`src/hw/rtl/bba_map_mem.sv`:
```
// Occupancy map storage: one write port, one read port, registered read data.
`timescale 1ns / 1ps

module bba_map_mem #(
  parameter int DEPTH = 64,
  parameter int WIDTH = 64,
  localparam int AW = (DEPTH > 1) ? $clog2(DEPTH) : 1
) (
  input  logic             clk,
  input  logic             we,
  input  logic [AW-1:0]    waddr,
  input  logic [WIDTH-1:0] wdata,
  input  logic             re,
  input  logic [AW-1:0]    raddr,
  output logic [WIDTH-1:0] rdata
);

  logic [WIDTH-1:0] mem [DEPTH];
  logic [WIDTH-1:0] rdata_r;

  always_ff @(posedge clk) begin
    if (we) begin
      mem[waddr] <= wdata;
    end
  end

  always_ff @(posedge clk) begin
    if (re) begin
      rdata_r <= mem[raddr];
    end
  end

  assign rdata = rdata_r;

endmodule

```
`config.mk`:
```
export PLATFORM = sky130hd
export DESIGN_NAME = bba_map_mem
export DESIGN_NICKNAME = d
export VERILOG_FILES = /design/src/hw/rtl/bba_map_mem.sv
export SDC_FILE = /design/constraint.sdc
export NUM_CORES = 2
export LEC_CHECK = 0
export ABC_AREA = 0
export BUFFER_PORTS_ARGS = -buffer_cell sky130_fd_sc_hd__buf_2
export CORE_ASPECT_RATIO = 1.1
export CORE_MARGIN = 3
export CORE_UTILIZATION = 57
export DETAILED_ROUTE_END_ITERATION = 8
export PLACE_DENSITY_LB_ADDON = 0.08
export SYNTH_ARGS = -nofsm -noshare
export SYNTH_HDL_FRONTEND = slang
export SYNTH_SLANG_ARGS = --single-unit
export TNS_END_PERCENT = 50
```
`constraint.sdc`:
```
create_clock -name clk -period 6.25 [get_ports clk]
set_clock_uncertainty 0.05 [all_clocks]
set_input_delay 1.25 -clock clk [delete_from_list [all_inputs] [get_ports clk]]
set_output_delay 1.25 -clock clk [all_outputs]
set_load 0.01 [all_outputs]
```
==> Word-level counts from Yosys, hierarchy flattened <==
Memory sizes are Yosys's and may differ from the RTL's. A register that Yosys moved wholly into a read port is not among the register bits.
Cells that the tools add are included.
{ "word_totals": {"register_bits": 0, "mem_bits_rw": 4096, "elab_cells": 3, "n_memories": 1} }
{ "mem_list": {"columns": ["memory", "depth", "word_bits", "rd", "rd_clocked_by_memory_dff", "wr", "line", "rtl"], "rows": [
  ["mem", 64, 64, 1, 1, 1, "18", "logic [WIDTH-1:0] mem [DEPTH];"]
]} }
{ "classes": {"n_mux": 2} }
{ "op_table": {"columns": ["op", "count"], "rows": [
  ["$mux 1", 2]
]} }

==> Longest topological paths before layout <==
{ "depth": {"ltp_word": 2, "depth_mapped": 9, "mapped_depth_nobuf": 5} }

==> Least setup slack after synthesis <==
OpenSTA, ideal clock, no wires.
{ "synth_timing": {"kind": "in2reg", "from": "input waddr[3]", "to": "memory mem[48][0] (enable)", "arrival_ns": 6.122, "required_time_ns": 5.636, "path_slack_ns": -0.486, "cell_stages": 4, "path_buffers": 1, "path_cell_list": "clkbuf_1 nor2b_1 nand4b_1 nor3_1"} }
{ "synth_rtl": {"columns": ["item", "line", "rtl"], "rows": [
  ["start: declaration", "11", "input logic [AW-1:0] waddr,"],
  ["end: declaration", "18", null]
]} }
No word-level cell before the write port.

==> impl_table.tex <==
\begin{tabular}{lr}
\hline
Metric & Value \\
\hline
\multicolumn{2}{l}{\textbf{Power and ir drop}} \\
\quad Maximum resistive drop on vdd & 0.000324 V \\
\quad Total power density per cell area & 325 nW/um\^{}2 \\
\quad Total design power & 57400 uW \\
\quad Leakage power & 0.0548 uW \\
\multicolumn{2}{l}{\textbf{Setup path}} \\
\quad Critical path arrival & 4.29 ns \\
\quad Stages on the worst setup path & 6 \\
\quad Crit-path cells & buf\_8 > and2\_4 > buf\_4 > a22oi\_1 > nand3\_1 > and3\_1 \\
\quad Largest incremental delay on the critical path & 1.06 ns \\
\quad Category of cells accounting for the largest share of critical-path delay & simple AND/OR/NAND/NOR gates \\
\quad Type of the worst setup path & in -> reg \\
\quad End of the worst register-to-register path & rdata[9] \\
\quad Required time of the critical path & 6.97 ns \\
\quad Reg2reg path depth & 4 \\
\quad Worst setup path startpoint & raddr[2] \\
\quad Worst-path cell with the longest stage delay & and2\_4 \\
\quad Internal reg-to-reg setup slack & 4.09 ns \\
\quad Start of the worst register-to-register path & mem[38][9] \\
\quad Worst setup path endpoint & rdata[2] \\
\quad Combined buffer and inverter count along the critical path & 2 \\
\quad Category of the worst setup path launch point & input port \\
\quad Largest driver fanout on the critical path & 66 \\
\quad CP endpoint kind & register \\
\multicolumn{2}{l}{\textbf{Detailed routing}} \\
\quad Number of detailed-routing iterations run before antenna repair & 6 \\
\quad Number of vias in the routed layout & 76041 \\
\quad Ratio of routed vias to standard cells & 6.92 \\
\quad Number of design-rule violations left by the first detailed-router iteration & 9852 \\
\quad Residual DRC & 0 \\
\quad Remaining antenna violation count after routing & 0 \\
\quad WL per Instance & 39.1 um \\
\quad Final WL & 430000 um \\
\multicolumn{2}{l}{\textbf{Synthesis}} \\
\quad Number of enable-type register cells in the synthesized netlist & 4160 \\
\quad Most common cell in the netlist & edfxtp\_1 \\
\quad Yosys cell types & 32 \\
\quad Post-synthesis async set-or-reset flop share & 0\% \\
\quad Share of the synthesized area in the top cell type & 79.6\% \\
\quad Mean post-synth cell area & 23.8 sq um \\
\quad Most used flip-flop cell after synthesis & edfxtp\_1 \\
\quad Largest area contributor in the synthesized netlist & edfxtp\_1 \\
\quad Cell types occupying the most area after synthesis & edfxtp\_1, mux4\_2, mux2i\_1 \\
\quad Fraction of the yosys area taken by sequential cells & 79.6\% \\
\quad Cell Area, Synth & 157000 sq um \\
\quad Yosys warnings & 0 \\
\quad Register bit count reported by yosys & 4160 \\
\quad Leading post-synthesis cells by instance count & edfxtp\_1, mux4\_2, buf\_2, a22oi\_1, clkbuf\_1 \\
\quad Cell count after synthesis & 6598 \\
\quad Post-Syn Nets & 6677 \\
\multicolumn{2}{l}{\textbf{Layout}} \\
\quad Area growth syn-to-layout & 12.4\% \\
\quad Final-stage net count & 7079 \\
\quad Non-filler instance count after layout & 10990 \\
\quad Core occupancy in the finished layout & 64.5\% \\
\quad Fraction of final layout cells with drive strength greater than 1 & 28.1\% \\
\multicolumn{2}{l}{\textbf{Flow run}} \\
\quad Max-Cap Viols & 0 \\
\multicolumn{2}{l}{\textbf{Timing}} \\
\quad Final Hold Violating Endpoints & 0 \\
\quad Worst-case hold slack & 0.846 ns \\
\quad Actual transition at the worst max-transition pin & 1.24 ns \\
\quad Fraction of the cycle the final worst path needs & 57.1\% \\
\quad Fin crit period & 3.57 ns \\
\quad Fin. max-slew vios & 0 \\
\quad Worst rel slew slack & 17.2\% \\
\quad Final Setup Violations & 0 \\
\quad Peak Freq & 280 MHz \\
\quad Unrepaired setup endpoints after global routing & false \\
\multicolumn{2}{l}{\textbf{GRT}} \\
\quad Antenna violations before repair & 37 \\
\quad Number of global-route vias before repair & 76213 \\
\quad First-pass GRT wire length & 604000 um \\
\quad Pin count of the biggest net entering global routing & 95 \\
\quad Total routing usage reported by global routing & 30.9\% \\
\quad GRT Residual Overflow & 0 \\
\multicolumn{2}{l}{\textbf{Placed design}} \\
\quad Detailed-placement wirelength estimate & 218000 um \\
\quad Placer congestion estimate & 0.770 \\
\quad Buffers on Ports & 142 \\
\quad Number of placed cells counting well taps & 10243 \\
\multicolumn{2}{l}{\textbf{Clock network}} \\
\quad Clock slew at reported path FFs & 0.06 ns \\
\quad \# hold bufs at CTS & 0 \\
\quad CTS Buf Count & 409 \\
\quad Max H-tree Level & 5 \\
\quad CTS max path bufs & 4 \\
\quad Buffer cell driving the clock tree root & clkbuf\_16 \\
\quad CTS sink cnt & 4160 \\
\quad Latest clock arrival within the worst-skew pair & 0.91 ns \\
\quad Clock tree from TritonCTS & done \\
\quad Post-cts sizing count & 0 \\
\quad Post-CTS setup buffer count & 0 \\
\multicolumn{2}{l}{\textbf{Hold path}} \\
\quad Cell depth of the worst hold path & 1 \\
\quad Class of the most critical hold timing path & in -> reg \\
\multicolumn{2}{l}{\textbf{Outcome}} \\
\quad Result of the run & complete, no violations \\
\multicolumn{2}{l}{\textbf{Floorplanning}} \\
\quad Initial core utilization & 57.4\% \\
\quad Die Footprint & 282000 sq um \\
\quad Floorplan die height & 556 um \\
\quad Row cnt & 201 \\
\quad Number of top-level design ports & 143 \\
\quad Core area & 273000 sq um \\
\quad Die X & 506 um \\
\hline
\end{tabular}
## flip-flops by register name (all words and copies together) (netlist names)
register  cells
rdata        64
mem        4096
## placed cells by master, fill, tap and decap left out, types with 18 or more instances in the layout
cell type,n
a2bb2oi_1,19
bufinv_16,31
a211oi_1,63
buf_2,138
nand3_1,45
and3_1,64
clkinv_2,69
clkinvlp_4,22
o22ai_1,83
clkbuf_16,416
nor2_4,65
clkbuf_1,75
inv_1,19
a31oi_1,18
nor2b_1,24
clkinv_1,99
or2_2,28
a41oi_1,26
o221ai_1,38
or3_1,29
buf_4,152
a22oi_1,168
mux2i_1,135
mux4_2,1024
a22o_1,88
buf_12,69
nand2_1,54
nor2_1,47
edfxtp_1,4160
## layout make-up
type	count	area [sq um]
multi-input cells	2049	30800
flip-flops and latches	4160	125000
repair buffers	361	3240
well taps	3654	4570
clock inverters	245	2110
diodes	11	27.5
fillers	17796	97000
inverters	19	71.3
clock buffers	491	10700
## where the power goes
part           switching (uW)  leakage [uW]  total (uW)  internal [uW]
clock                   10300       0.00622       23800          13500
combinational            1630        0.0111        2580            952
sequential                104        0.0375       31100          31000
## metrics by stage
step / setup TNS [ns] / setup slack [ns] / instance area, sq um
final: 0 / 2.68 / 176000
after global routing: 0 / 2.65 / 176000
after CTS: 0 / 2.75 / 176000
after detailed placement: 0 / 1.80 / 164000
after global placement: 0 / 1.78 / 164000
after floorplan: -30.71 / -0.480 / 157000
## how the worst min path moves through the flow
stage,from,to,slack (ns)
3_3_place_gp,mem[39][10],rdata[10],0.83
6_report,re,rdata[50],0.85
4_1_cts,re,rdata[50],0.80
2_1_floorplan,mem[30][61],rdata[61],0.81
5_1_grt,re,rdata[50],0.81
3_5_place_dp,mem[47][18],rdata[18],0.86
## cell families after synthesis
family                 share of synthesized area [%]
buffers and inverters                           1.18
DFF                                             79.6
and+or+nand+nor                                 1.23
muxes                                           15.6
AOI/OAI and AO/OA                               2.47
## routing by layer
metal  part of all wire [%]  GRT usage, %  vias up  wire length (um)
li1                       -             -    29364                 -
met1                     38          44.2    41606            163000
met2                     49          49.7     4357            212000
met3                    9.8          6.01      698             42300
met4                    2.9          8.13       16             12400
met5                  0.026             0        -               113
Note: power is estimated with default switching activity, not from simulation.
